`src/rtl/core/gss_pkg.sv`:
```
// Package with the types and constants shared by the gain search sequencer files.
package gss_pkg;

    localparam int DUR_W      = 32;
    localparam int CFG_W      = 32;
    localparam int CFG_IDX_W  = 2;
    localparam int NUM_CFG    = 4;
    localparam int OUT_IDX_W  = 2;
    localparam int OUT_VAL_W  = 32;
    localparam int SHRINK_W   = 6;

    localparam logic [SHRINK_W-1:0] SHRINK_MAX = 6'd63;

    localparam logic [CFG_IDX_W-1:0] CFG_KP_TRANS = 2'd0;
    localparam logic [CFG_IDX_W-1:0] CFG_KD_TRANS = 2'd1;
    localparam logic [CFG_IDX_W-1:0] CFG_KP_ROT   = 2'd2;
    localparam logic [CFG_IDX_W-1:0] CFG_KD_ROT   = 2'd3;

    localparam logic [CFG_W-1:0] RST_KP_TRANS = 32'd34;
    localparam logic [CFG_W-1:0] RST_KD_TRANS = 32'd12;
    localparam logic [CFG_W-1:0] RST_KP_ROT   = 32'd130;
    localparam logic [CFG_W-1:0] RST_KD_ROT   = 32'd288;

    typedef enum logic [3:0] {
        PH_INIT        = 4'd0,
        PH_LAUNCH      = 4'd1,
        PH_SAVE        = 4'd2,
        PH_GROW        = 4'd3,
        PH_GROW_CMP    = 4'd4,
        PH_SHRINK      = 4'd5,
        PH_SHRINK_CMP  = 4'd6,
        PH_REFINE      = 4'd7,
        PH_PLUS        = 4'd8,
        PH_MINUS       = 4'd9,
        PH_JUDGE_MINUS = 4'd10,
        PH_NEXT        = 4'd11
    } t_phase;

    typedef enum logic [1:0] {
        ALU_GROW   = 2'd0,
        ALU_SHRINK = 2'd1,
        ALU_PLUS   = 2'd2,
        ALU_MINUS  = 2'd3
    } t_alu_op;

endpackage

```
`src/rtl/core/gss_if.sv`:
```
// Valid/ready channel interfaces for the measured duration input and the trial output.
interface gss_in_if import gss_pkg::*; ();
    logic             valid;
    logic             ready;
    logic [DUR_W-1:0] measured_duration;

    modport source (output valid, output measured_duration, input ready);
    modport sink (input valid, input measured_duration, output ready);
endinterface

interface gss_out_if import gss_pkg::*; ();
    logic                 valid;
    logic                 ready;
    logic                 trial_valid;
    logic [OUT_IDX_W-1:0] gain_index;
    logic [OUT_VAL_W-1:0] gain_value;

    modport source (output valid, output trial_valid, output gain_index, output gain_value,
                    input ready);
    modport sink (input valid, input trial_valid, input gain_index, input gain_value,
                  output ready);
endinterface

```
`src/rtl/core/gain_search_sequencer_core.sv`:
```
// Top level of the gain search sequencer that tunes controller gains by coordinate search.
//
// Usage: each item on i_meas carries the measured duration of the trial that the
// block proposed before; lower is better. For every input item exactly one item
// leaves on o_trial, telling whether a new trial gain is proposed, which gain it
// is and its value. The gains are tuned one after another, cyclically: growth by
// powers of two, then shrinking by powers of two, then refinement by fractions.
// The starting gains come from the write port i_cfg_we/i_cfg_idx/i_cfg_data and
// are read by the first item after reset only.
// Timing: an accepted item is held in an input register while the step logic
// runs, and its result then moves into the output register. While o_trial.ready
// stays high, one item is taken every cycle; the whole step is a single pass of
// shifts, adds and compares between the input and output registers.
// Reset (synchronous, active low) restores the starting gains to their defaults,
// empties both registers and restarts the search at its initial phase.
// When the receiver stalls, the result waits in the output register while one
// more item can be taken into the input register; after that i_meas.ready drops.
module gain_search_sequencer_core import gss_pkg::*; #(
    parameter int NUM_GAINS    = 4,
    parameter int MAX_GROW_LOG = 12,
    parameter int REFINE_LOG   = 4,
    parameter int GAIN_WIDTH   = 32
) (
    input  logic                 i_clk,
    input  logic                 i_rst_n,
    gss_in_if.sink               i_meas,
    gss_out_if.source            o_trial,
    input  logic                 i_cfg_we,
    input  logic [CFG_IDX_W-1:0] i_cfg_idx,
    input  logic [CFG_W-1:0]     i_cfg_data
);

    localparam int AGW      = (NUM_GAINS > 1) ? $clog2(NUM_GAINS) : 1;
    localparam int GS_MAX   = (MAX_GROW_LOG > REFINE_LOG) ? MAX_GROW_LOG : REFINE_LOG;
    localparam int GSW      = $clog2(GS_MAX + 1);

    logic [CFG_W-1:0]      r_cfg [NUM_CFG];
    logic [GAIN_WIDTH-1:0] r_best_gains [NUM_GAINS];

    logic                  r_in_vld;
    logic [DUR_W-1:0]      r_dur;
    logic                  r_out_vld;
    logic                  r_out_trial;
    logic [OUT_IDX_W-1:0]  r_out_idx;
    logic [OUT_VAL_W-1:0]  r_out_val;

    t_phase                r_phase, n_phase;
    logic [AGW-1:0]        r_active, n_active;
    logic [GSW-1:0]        r_grow_shift, n_grow_shift;
    logic [SHRINK_W-1:0]   r_shrink_shift, n_shrink_shift;
    logic [GAIN_WIDTH-1:0] r_offset, n_offset;
    logic [GAIN_WIDTH-1:0] r_trial, n_trial;
    logic [DUR_W-1:0]      r_best_dur, n_best_dur;

    logic                  adv;
    logic                  emit;
    logic                  adopt;
    logic                  better;
    logic [GAIN_WIDTH-1:0] best;
    logic [GSW-1:0]        gs_inc;
    logic [GSW-1:0]        gs_dec;
    logic [SHRINK_W-1:0]   ss_inc;
    t_alu_op               alu_op;
    logic [GSW-1:0]        alu_gs;
    logic [GAIN_WIDTH-1:0] alu_value;
    logic [GAIN_WIDTH-1:0] alu_offset;
    logic [AGW-1:0]        active_wrap;

    assign adv            = r_in_vld && (!r_out_vld || o_trial.ready);
    assign i_meas.ready   = !r_in_vld || adv;
    assign o_trial.valid       = r_out_vld;
    assign o_trial.trial_valid = r_out_trial;
    assign o_trial.gain_index  = r_out_idx;
    assign o_trial.gain_value  = r_out_val;

    assign best    = r_best_gains[r_active];
    assign better  = r_dur < r_best_dur;
    assign gs_inc  = r_grow_shift + 1'b1;
    assign gs_dec  = r_grow_shift - 1'b1;
    assign ss_inc  = (r_shrink_shift < SHRINK_MAX) ? r_shrink_shift + 1'b1 : r_shrink_shift;
    assign alu_gs  = (r_phase == PH_PLUS) ? gs_dec : gs_inc;
    assign active_wrap = ({1'b0, r_active} + 1'b1 < (AGW + 1)'(NUM_GAINS)) ?
                         r_active + 1'b1 : '0;

    always_comb begin
        case (r_phase)
            PH_GROW:   alu_op = ALU_GROW;
            PH_SHRINK: alu_op = ALU_SHRINK;
            PH_PLUS:   alu_op = ALU_PLUS;
            PH_MINUS:  alu_op = ALU_MINUS;
            default:   alu_op = ALU_GROW;
        endcase
    end

    gss_gain_alu #(
        .GAIN_WIDTH (GAIN_WIDTH),
        .REFINE_LOG (REFINE_LOG),
        .GSW        (GSW)
    ) u_alu (
        .i_op           (alu_op),
        .i_best         (best),
        .i_grow_shift   (alu_gs),
        .i_shrink_shift (ss_inc),
        .i_offset       (r_offset),
        .o_value        (alu_value),
        .o_offset       (alu_offset)
    );

    always_comb begin
        n_phase = r_phase;
        case (r_phase)
            PH_INIT:        n_phase = PH_LAUNCH;
            PH_LAUNCH:      n_phase = PH_SAVE;
            PH_SAVE:        n_phase = PH_GROW;
            PH_GROW:        n_phase = (gs_inc < GSW'(MAX_GROW_LOG)) ? PH_GROW_CMP : PH_SHRINK;
            PH_GROW_CMP:    n_phase = better ? PH_GROW : PH_SHRINK;
            PH_SHRINK:      n_phase = (alu_value != '0) ? PH_SHRINK_CMP : PH_REFINE;
            PH_SHRINK_CMP:  n_phase = better ? PH_SHRINK : PH_REFINE;
            PH_REFINE:      n_phase = PH_PLUS;
            PH_PLUS:        n_phase = (r_grow_shift != '0) ? PH_MINUS : PH_NEXT;
            PH_MINUS:       n_phase = better ? PH_PLUS : PH_JUDGE_MINUS;
            PH_JUDGE_MINUS: n_phase = PH_PLUS;
            PH_NEXT:        n_phase = PH_LAUNCH;
            default:        n_phase = PH_INIT;
        endcase
    end

    always_comb begin
        n_active       = r_active;
        n_grow_shift   = r_grow_shift;
        n_shrink_shift = r_shrink_shift;
        n_offset       = r_offset;
        n_trial        = r_trial;
        n_best_dur     = r_best_dur;
        emit           = 1'b0;
        adopt          = 1'b0;
        case (r_phase)
            PH_INIT: begin
                n_active = '0;
            end
            PH_LAUNCH: begin
                n_trial        = best;
                n_grow_shift   = '0;
                n_shrink_shift = '0;
                emit           = 1'b1;
            end
            PH_SAVE: begin
                n_best_dur = r_dur;
            end
            PH_GROW: begin
                n_grow_shift = gs_inc;
                n_trial      = alu_value;
                emit         = 1'b1;
            end
            PH_SHRINK: begin
                n_shrink_shift = ss_inc;
                n_trial        = alu_value;
                emit           = 1'b1;
            end
            PH_GROW_CMP, PH_SHRINK_CMP, PH_JUDGE_MINUS: begin
                adopt = better;
            end
            PH_REFINE: begin
                n_grow_shift = GSW'(REFINE_LOG);
            end
            PH_PLUS: begin
                if (r_grow_shift != '0) begin
                    n_grow_shift = gs_dec;
                    n_offset     = alu_offset;
                    n_trial      = alu_value;
                    emit         = 1'b1;
                end
            end
            PH_MINUS: begin
                if (better) begin
                    adopt = 1'b1;
                end else begin
                    n_trial = alu_value;
                    emit    = 1'b1;
                end
            end
            PH_NEXT: begin
                n_active = active_wrap;
            end
            default: begin
                adopt = 1'b0;
            end
        endcase
        if (adopt) begin
            n_best_dur = r_dur;
        end
    end

    always_ff @(posedge i_clk) begin
        if (!i_rst_n) begin
            r_cfg[CFG_KP_TRANS] <= RST_KP_TRANS;
            r_cfg[CFG_KD_TRANS] <= RST_KD_TRANS;
            r_cfg[CFG_KP_ROT]   <= RST_KP_ROT;
            r_cfg[CFG_KD_ROT]   <= RST_KD_ROT;
        end else if (i_cfg_we) begin
            case (i_cfg_idx)
                CFG_KP_TRANS: r_cfg[CFG_KP_TRANS] <= i_cfg_data;
                CFG_KD_TRANS: r_cfg[CFG_KD_TRANS] <= i_cfg_data;
                CFG_KP_ROT:   r_cfg[CFG_KP_ROT]   <= i_cfg_data;
                CFG_KD_ROT:   r_cfg[CFG_KD_ROT]   <= i_cfg_data;
                default:      r_cfg[CFG_KP_TRANS] <= r_cfg[CFG_KP_TRANS];
            endcase
        end
    end

    always_ff @(posedge i_clk) begin
        if (adv) begin
            if (r_phase == PH_INIT) begin
                for (int i = 0; i < NUM_GAINS; i++) begin
                    r_best_gains[i] <= (i < NUM_CFG) ?
                                       r_cfg[CFG_IDX_W'(i)][GAIN_WIDTH-1:0] : '0;
                end
            end else if (adopt) begin
                r_best_gains[r_active] <= r_trial;
            end
        end
    end

    always_ff @(posedge i_clk) begin
        if (!i_rst_n) begin
            r_phase        <= PH_INIT;
            r_active       <= '0;
            r_grow_shift   <= '0;
            r_shrink_shift <= '0;
            r_offset       <= '0;
            r_trial        <= '0;
            r_best_dur     <= '0;
        end else if (adv) begin
            r_phase        <= n_phase;
            r_active       <= n_active;
            r_grow_shift   <= n_grow_shift;
            r_shrink_shift <= n_shrink_shift;
            r_offset       <= n_offset;
            r_trial        <= n_trial;
            r_best_dur     <= n_best_dur;
        end
    end

    always_ff @(posedge i_clk) begin
        if (!i_rst_n) begin
            r_in_vld <= 1'b0;
        end else if (i_meas.valid && i_meas.ready) begin
            r_in_vld <= 1'b1;
        end else if (adv) begin
            r_in_vld <= 1'b0;
        end
    end

    always_ff @(posedge i_clk) begin
        if (i_meas.valid && i_meas.ready) begin
            r_dur <= i_meas.measured_duration;
        end
    end

    always_ff @(posedge i_clk) begin
        if (!i_rst_n) begin
            r_out_vld <= 1'b0;
        end else if (adv) begin
            r_out_vld <= 1'b1;
        end else if (o_trial.ready) begin
            r_out_vld <= 1'b0;
        end
    end

    always_ff @(posedge i_clk) begin
        if (adv) begin
            r_out_trial <= emit;
            r_out_idx   <= emit ? OUT_IDX_W'(r_active) : '0;
            r_out_val   <= emit ? OUT_VAL_W'(n_trial) : '0;
        end
    end

    // An item that is waiting in the input register is never dropped.
    assert property (@(posedge i_clk) disable iff (!i_rst_n)
        r_in_vld && !adv |=> r_in_vld)
        else $error("Input item lost while the output was stalled.");

    // A result that proposes no trial carries zero index and value.
    assert property (@(posedge i_clk) disable iff (!i_rst_n)
        r_out_vld && !r_out_trial |-> r_out_idx == '0 && r_out_val == '0)
        else $error("Result without a trial carries nonzero fields.");

    // The growth phase is only entered below the growth limit.
    assert property (@(posedge i_clk) disable iff (!i_rst_n)
        r_phase == PH_GROW |-> r_grow_shift < GSW'(MAX_GROW_LOG))
        else $error("Growth phase entered at the growth limit.");

    // The first step after reset always launches the first gain.
    assert property (@(posedge i_clk) disable iff (!i_rst_n)
        adv && r_phase == PH_INIT |=> r_phase == PH_LAUNCH && r_active == '0)
        else $error("Initial step did not launch the first gain.");

endmodule

```
`src/rtl/core/gss_gain_alu.sv`:
```
// Gain arithmetic for the grow, shrink and refine trials of the gain search.
module gss_gain_alu import gss_pkg::*; #(
    parameter int GAIN_WIDTH = 32,
    parameter int REFINE_LOG = 4,
    parameter int GSW        = 5
) (
    input  t_alu_op               i_op,
    input  logic [GAIN_WIDTH-1:0] i_best,
    input  logic [GSW-1:0]        i_grow_shift,
    input  logic [SHRINK_W-1:0]   i_shrink_shift,
    input  logic [GAIN_WIDTH-1:0] i_offset,
    output logic [GAIN_WIDTH-1:0] o_value,
    output logic [GAIN_WIDTH-1:0] o_offset
);

    logic [GAIN_WIDTH-1:0] scaled;
    logic [GAIN_WIDTH-1:0] shrunk;

    assign scaled   = i_best << i_grow_shift;
    assign shrunk   = (i_shrink_shift >= SHRINK_W'(GAIN_WIDTH)) ? '0 : (i_best >> i_shrink_shift);
    assign o_offset = scaled >> REFINE_LOG;

    always_comb begin
        case (i_op)
            ALU_GROW:   o_value = scaled;
            ALU_SHRINK: o_value = shrunk;
            ALU_PLUS:   o_value = i_best + o_offset;
            ALU_MINUS:  o_value = i_best - i_offset;
            default:    o_value = '0;
        endcase
    end

endmodule
```
`src/flat_wrapper.sv`:
```
// flat-port wrapper written by rule: the top's interface ports become plain ports
module gain_search_sequencer_core_flat import gss_pkg::*;
#(
    parameter int NUM_GAINS    = 4,
    parameter int MAX_GROW_LOG = 12,
    parameter int REFINE_LOG   = 4,
    parameter int GAIN_WIDTH   = 32
)
  (i_clk, i_rst_n, i_cfg_we, i_cfg_idx, i_cfg_data, i_meas_valid, i_meas_measured_duration, i_meas_ready, o_trial_valid, o_trial_trial_valid, o_trial_gain_index, o_trial_gain_value, o_trial_ready);
  gss_in_if i_meas_i ();
  gss_out_if o_trial_i ();
  input  logic i_clk;
  input  logic i_rst_n;
  input  logic i_cfg_we;
  input  logic [CFG_IDX_W-1:0] i_cfg_idx;
  input  logic [CFG_W-1:0] i_cfg_data;
  input wire logic [$bits(i_meas_i.valid)-1:0] i_meas_valid;
  input wire logic [$bits(i_meas_i.measured_duration)-1:0] i_meas_measured_duration;
  output wire logic [$bits(i_meas_i.ready)-1:0] i_meas_ready;
  output wire logic [$bits(o_trial_i.valid)-1:0] o_trial_valid;
  output wire logic [$bits(o_trial_i.trial_valid)-1:0] o_trial_trial_valid;
  output wire logic [$bits(o_trial_i.gain_index)-1:0] o_trial_gain_index;
  output wire logic [$bits(o_trial_i.gain_value)-1:0] o_trial_gain_value;
  input wire logic [$bits(o_trial_i.ready)-1:0] o_trial_ready;
  assign i_meas_i.valid = i_meas_valid;
  assign i_meas_i.measured_duration = i_meas_measured_duration;
  assign i_meas_ready = i_meas_i.ready;
  assign o_trial_valid = o_trial_i.valid;
  assign o_trial_trial_valid = o_trial_i.trial_valid;
  assign o_trial_gain_index = o_trial_i.gain_index;
  assign o_trial_gain_value = o_trial_i.gain_value;
  assign o_trial_i.ready = o_trial_ready;
  gain_search_sequencer_core #(.NUM_GAINS(NUM_GAINS), .MAX_GROW_LOG(MAX_GROW_LOG), .REFINE_LOG(REFINE_LOG), .GAIN_WIDTH(GAIN_WIDTH)) u_core (.i_clk(i_clk), .i_rst_n(i_rst_n), .i_meas(i_meas_i), .o_trial(o_trial_i), .i_cfg_we(i_cfg_we), .i_cfg_idx(i_cfg_idx), .i_cfg_data(i_cfg_data));
endmodule
```
`config.mk`:
```
export PLATFORM = sky130hd
export DESIGN_NAME = gain_search_sequencer_core_flat
export DESIGN_NICKNAME = d
export VERILOG_FILES = /design/src/rtl/core/gss_pkg.sv /design/src/rtl/core/gss_if.sv /design/src/rtl/core/gain_search_sequencer_core.sv /design/src/rtl/core/gss_gain_alu.sv /design/src/flat_wrapper.sv
export SDC_FILE = /design/constraint.sdc
export NUM_CORES = 1
export LEC_CHECK = 0
export BUFFER_PORTS_ARGS = -buffer_cell sky130_fd_sc_hd__buf_2
export CAP_MARGIN = 20
export CORE_ASPECT_RATIO = 1.25
export CORE_MARGIN = 2
export CORE_UTILIZATION = 40
export CTS_CLUSTER_DIAMETER = 30
export DETAILED_ROUTE_END_ITERATION = 8
export GPL_ROUTABILITY_DRIVEN = 0
export SLEW_MARGIN = 20
export SYNTH_ARGS = -nofsm -noshare
export SYNTH_HDL_FRONTEND = slang
export SYNTH_SLANG_ARGS = --single-unit
```
`constraint.sdc`:
```
create_clock -name i_clk -period 14.3 [get_ports i_clk]
set_input_delay 0.715 -clock i_clk [delete_from_list [all_inputs] [get_ports i_clk]]
set_output_delay 0.715 -clock i_clk [all_outputs]
set_load 0.005 [all_outputs]
```
==> results_tabular.tex <==
\begin{tabular}{lr}
\hline
Metric & Value \\
\hline
\multicolumn{2}{l}{\textbf{CTS}} \\
\quad Clock-pin slew on the worst setup and hold paths & approximately 0.050 ns \\
\quad H-tree depth & 3 \\
\quad Buffer count from post-CTS setup fixing & 0 \\
\quad Buffers from clock root to sink, at most & 3 \\
\quad Clk Latency, worst-skew pair & approximately 0.64 ns \\
\quad Clock Tree Root & sky130\_fd\_sc\_hd\_\_clkbuf\_16 \\
\quad Count of instances resized after the clock tree is built & 0 \\
\quad CTS tree & built \\
\quad \# clock sinks & around 440 \\
\quad Inserted Clock Buffers & 80 \\
\quad Hold buffer count at CTS & 0 \\
\multicolumn{2}{l}{\textbf{Die}} \\
\quad Initial standard-cell utilization of the core & 0.405 \\
\quad Floorplan die width & 230 um \\
\quad Placeable core area & about 63,000 um2 \\
\quad IO Count & $\sim$110 \\
\quad Die Outline Area & roughly 66,000 um2 \\
\quad Rows & just over 100 \\
\quad Overall die height & 287 um \\
\multicolumn{2}{l}{\textbf{Yosys}} \\
\quad Async SR Flop Fraction & 0 \\
\quad Number of warning messages in the yosys log & 0 \\
\quad Number of enable-type register cells in the synthesized netlist & $\sim$320 \\
\quad Distinct cells, synth & between 90 and 100 \\
\quad Summed instance area of the synthesized netlist & around 26,000 um2 \\
\quad Sequential element share of the synthesized area & 0.467 \\
\quad Most used DFF post-synth & sky130\_fd\_sc\_hd\_\_edfxtp\_1 \\
\quad Synthesized area per cell & between 10 and 15 um2 \\
\quad Syn Inst Count & 2,251 \\
\quad Net count after synthesis & 2,390 \\
\quad \#FFs+latches synth & between 400 and 500 \\
\multicolumn{2}{l}{\textbf{Layout}} \\
\quad Final Cell Area & 29,700 um2 \\
\quad Fraction of layout instances using a drive strength above 1 & 0.238 \\
\quad Area added between synthesis and finish & 16.0\% \\
\quad Post-route insts no fill & 3,241 \\
\quad Layout net count & 2,471 \\
\multicolumn{2}{l}{\textbf{Drt}} \\
\quad Number of iterations in the first detailed-routing pass & 7 \\
\quad Vias/cell & between 6 and 7 \\
\quad Count of vias placed by the detailed router & $\sim$20,000 \\
\quad DRC Markers & 0 \\
\quad Remaining antenna violation count after routing & 0 \\
\quad Wire length per cell & roughly 24 um \\
\quad DRC violation total after the first TritonRoute iteration & 2,072 \\
\quad Total wire length after detailed routing & 78,500 um \\
\multicolumn{2}{l}{\textbf{STA}} \\
\quad Final Max Tran Viols & 0 \\
\quad Achievable clock frequency & about 120 MHz \\
\quad Shortest clock period the worst path allows after layout & about 8.4 ns \\
\quad Relative max-transition margin & 0.291 \\
\quad Setup-failing EPs final & 0 \\
\quad Fin Setup TNS & 0 ns \\
\quad RSZ-0062 raised after global routing & no \\
\quad Worst Skew & 0.0425 ns \\
\quad Final worst-path setup slack & around 5.9 ns \\
\quad Final worst-path cycle share & 0.590 \\
\quad Slew at the pin with the worst max-slew slack & 1.05 ns \\
\quad Final-report hold violation count & 0 \\
\multicolumn{2}{l}{\textbf{Worst setup path}} \\
\quad Kind of critical path & register to register \\
\quad Maximum fanout along the worst path & 36 \\
\quad CP max stage cell & sky130\_fd\_sc\_hd\_\_o311ai\_0 \\
\quad Required time of the critical path & 14.66 ns \\
\quad Worst path bufs/invs & 3 \\
\quad Data arrival time of the worst path & a little under 9 ns \\
\quad Type of element capturing the critical path & register \\
\quad Biggest cell delay along the critical path & between 0.9 and 1 ns \\
\quad Most common cell type on the critical path & sky130\_fd\_sc\_hd\_\_nand2\_1 \\
\quad Kind of cell with the highest combined delay on the critical path & compound AO/OA/AOI/OAI gates \\
\quad Critical path launch point type & register \\
\multicolumn{2}{l}{\textbf{Global route}} \\
\quad Wire length of the first global-routing pass & approximately 120,000 um \\
\quad All-layer global routing usage & 0.236 \\
\quad Pin count of the biggest net entering global routing & 67 \\
\quad Vias in the first global route & around 20,000 \\
\quad GRT overflow & 0 \\
\quad Number of antenna violations at the first check in global routing & 2 \\
\multicolumn{2}{l}{\textbf{Power}} \\
\quad Static leakage power & about 11 nW \\
\quad Switching power total & between 0.9 and 1 mW \\
\quad Combinational fraction of design power & 0.111 \\
\quad Internal power summed over all cells & $\sim$2.8 mW \\
\quad Share of total power consumed by net switching & 0.258 \\
\quad Share of total power in sequential cells & 0.383 \\
\quad Overall power consumption & around 3.8 mW \\
\quad Worst voltage drop across the vdd grid & 0.124 mV \\
\quad Power share of the clock group & 0.506 \\
\quad Power per cell area & between 100 and 150 nW/um2 \\
\multicolumn{2}{l}{\textbf{Placed design}} \\
\quad Count of input and output buffers & between 100 and 150 \\
\quad Instance area after placement & $\sim$27,000 um2 \\
\quad Placement Setup Slack & about 6.1 ns \\
\quad HPWL after detailed placement & roughly 53,000 um \\
\quad Inst Count DP & just over 3,000 \\
\multicolumn{2}{l}{\textbf{Hold path}} \\
\quad Tightest Hold Check Type & primary input to register \\
\multicolumn{2}{l}{\textbf{Outcome}} \\
\quad Result of the run & finished clean \\
\multicolumn{2}{l}{\textbf{Run}} \\
\quad Maxcap violations & 0 \\
\hline
\end{tabular}
-- cell usage in the layout (no fill, tap or decap), types with 15 or more instances in the layout --
master | synthesis | final
sky130_fd_sc_hd__a31oi_1 | 17 | 17
sky130_fd_sc_hd__dfxtp_1 | 112 | 111
sky130_fd_sc_hd__mux4_2 | 72 | 72
sky130_fd_sc_hd__xnor2_1 | 29 | 27
sky130_fd_sc_hd__nor3_1 | 25 | 22
sky130_fd_sc_hd__or3_1 | 17 | 16
sky130_fd_sc_hd__mux2i_1 | 96 | 96
sky130_fd_sc_hd__mux2_2 | 153 | 153
sky130_fd_sc_hd__nand2_1 | 175 | 175
sky130_fd_sc_hd__a21boi_0 | 22 | 22
sky130_fd_sc_hd__and2_1 | 143 | 143
sky130_fd_sc_hd__buf_2 | 18 | 106
sky130_fd_sc_hd__a21oi_1 | 97 | 94
sky130_fd_sc_hd__a21o_1 | 28 | 28
sky130_fd_sc_hd__a22o_1 | 20 | 20
sky130_fd_sc_hd__o21ai_0 | 114 | 108
sky130_fd_sc_hd__xor2_1 | 21 | 20
sky130_fd_sc_hd__a22oi_1 | 27 | 27
sky130_fd_sc_hd__nand3_1 | 47 | 47
sky130_fd_sc_hd__clkbuf_16 | 0 | 81
sky130_fd_sc_hd__nor2b_1 | 71 | 71
sky130_fd_sc_hd__o211ai_1 | 16 | 16
sky130_fd_sc_hd__buf_4 | 7 | 43
sky130_fd_sc_hd__nand2b_1 | 18 | 18
sky130_fd_sc_hd__inv_1 | 53 | 53
sky130_fd_sc_hd__edfxtp_1 | 323 | 323
sky130_fd_sc_hd__o21a_1 | 15 | 15
sky130_fd_sc_hd__ha_1 | 67 | 67
sky130_fd_sc_hd__nor2_1 | 93 | 91
sky130_fd_sc_hd__a32o_1 | 15 | 15
-- power groups by stage --
stage               registers [mW]  logic, mW  clock network, mW
floorplan                     1.48      0.284                  0
global placement              1.48      0.408                  0
detailed placement            1.49      0.412                  0
CTS                           1.46      0.415               1.97
global route                  1.47      0.454               2.03
finish                        1.46      0.422               1.94
-- worst reg2reg max path, stage by stage, from the launching register on --
cell                        delay [ns]
sky130_fd_sc_hd__dfxtp_1          0.30
sky130_fd_sc_hd__buf_4            0.37
sky130_fd_sc_hd__inv_1            0.54
sky130_fd_sc_hd__ha_1             0.66
sky130_fd_sc_hd__xnor2_4          0.15
sky130_fd_sc_hd__buf_4            0.41
sky130_fd_sc_hd__mux2i_1          0.26
sky130_fd_sc_hd__nor2b_1          0.20
sky130_fd_sc_hd__nor4_2           0.79
sky130_fd_sc_hd__nor3_1           0.24
sky130_fd_sc_hd__nand2_1          0.15
sky130_fd_sc_hd__xnor2_1          0.07
sky130_fd_sc_hd__nand2_1          0.09
sky130_fd_sc_hd__o21ai_0          0.09
sky130_fd_sc_hd__ha_1             0.36
sky130_fd_sc_hd__a2111oi_0        0.60
sky130_fd_sc_hd__a21oi_1          0.20
sky130_fd_sc_hd__o311ai_0         0.94
sky130_fd_sc_hd__a21oi_1          0.21
sky130_fd_sc_hd__o21ai_0          0.38
sky130_fd_sc_hd__a311oi_1         0.20
sky130_fd_sc_hd__a21o_1           0.23
sky130_fd_sc_hd__nand2_1          0.05
sky130_fd_sc_hd__o311ai_0         0.18
sky130_fd_sc_hd__a222oi_1         0.44
sky130_fd_sc_hd__nor2_1           0.07
-- registers in the layout, summed over array words and instances (netlist names), named ones only --
name	cells
u_core.r_best_gains	128
u_core.r_cfg	128
u_core.o_trial.gain_value	32
u_core.r_best_dur	32
u_core.r_dur	32
u_core.r_trial	32
u_core.r_offset	28
u_core.r_shrink_shift	6
u_core.r_grow_shift	4
u_core.r_phase	4
u_core.o_trial.gain_index	2
u_core.r_active	2
u_core.o_trial.trial_valid	1
u_core.o_trial.valid	1
u_core.r_in_vld	1
-- path summary, 6_finish.rpt --
path	from	slack, ns	end	cells after the start
setup / recovery	u_core.r_grow_shift[0]	5.87	u_core.o_trial.gain_value[30]	25
hold / removal	i_meas_measured_duration[25]	0.26	u_core.r_dur[25]	1
setup reg to reg	u_core.r_grow_shift[0]	5.87	u_core.o_trial.gain_value[30]	25
hold reg to reg	u_core.r_offset[1]	0.46	u_core.r_offset[1]	2
-- stage by stage --
stage	hold WS (ns)	util
floorplan	0.439	-
global route	0.246	0.470
finish	0.264	0.470
detailed placement	0.461	0.425
CTS	0.231	0.469
global placement	0.455	0.425
-- layer usage --
layer  vias to the layer above  global-route usage  share of wire
met4                         4               0.122          0.050
met5                         -                   0        0.00034
met3                       281              0.0563          0.084
met2                       988               0.400           0.49
li1                       8699                   -              -
met1                      9554               0.279           0.38
-- cell families (layout without fill, tap and decap cells) --
kind of cell,count (synthesis),after routing,share of synthesized area
buffers and inverters,205,354,0.0376
adder cells (fa/ha/maj),68,68,0.0336
XOR/XNOR,52,52,0.0191
flip-flops,435,435,0.467
other,0,1,0
multiplexers,329,329,0.173
AO/OA/AOI/OAI,492,492,0.130
AND/OR/NAND/NOR,670,670,0.140
-- Yosys cell counts (20+ instances only) --
cell type / number / area share
sky130_fd_sc_hd__mux4_2: 72 / 0.063
sky130_fd_sc_hd__a21boi_0: 22 / 0.0065
sky130_fd_sc_hd__nor2_1: 93 / 0.014
sky130_fd_sc_hd__and2_1: 143 / 0.035
sky130_fd_sc_hd__o21ai_0: 114 / 0.022
sky130_fd_sc_hd__nor3_1: 25 / 0.0049
sky130_fd_sc_hd__xor2_1: 21 / 0.0072
sky130_fd_sc_hd__edfxtp_1: 323 / 0.38
sky130_fd_sc_hd__ha_1: 67 / 0.033
sky130_fd_sc_hd__nor2b_1: 71 / 0.017
sky130_fd_sc_hd__a21oi_1: 97 / 0.019
sky130_fd_sc_hd__mux2i_1: 96 / 0.038
sky130_fd_sc_hd__a22o_1: 20 / 0.0069
sky130_fd_sc_hd__clkbuf_1: 104 / 0.015
sky130_fd_sc_hd__dfxtp_1: 112 / 0.088
sky130_fd_sc_hd__inv_1: 53 / 0.0078
sky130_fd_sc_hd__a22oi_1: 27 / 0.0079
sky130_fd_sc_hd__nand2_1: 175 / 0.026
sky130_fd_sc_hd__nand3_1: 47 / 0.0092
sky130_fd_sc_hd__xnor2_1: 29 / 0.0099
sky130_fd_sc_hd__mux2_2: 153 / 0.067
sky130_fd_sc_hd__a21o_1: 28 / 0.0082
-- final cells by class --
cell class | instances | area, um2
diodes | 1 | 2.50
clock buffers | 94 | 2110
clock inverters | 56 | 687
fillers | 5778 | 33500
inverters | 54 | 203
multi-input cells | 1611 | 12800
flip-flops and latches | 435 | 11900
well taps | 840 | 1050
repair buffers | 150 | 865
No activity file was read; power rests on OpenSTA's default activity.
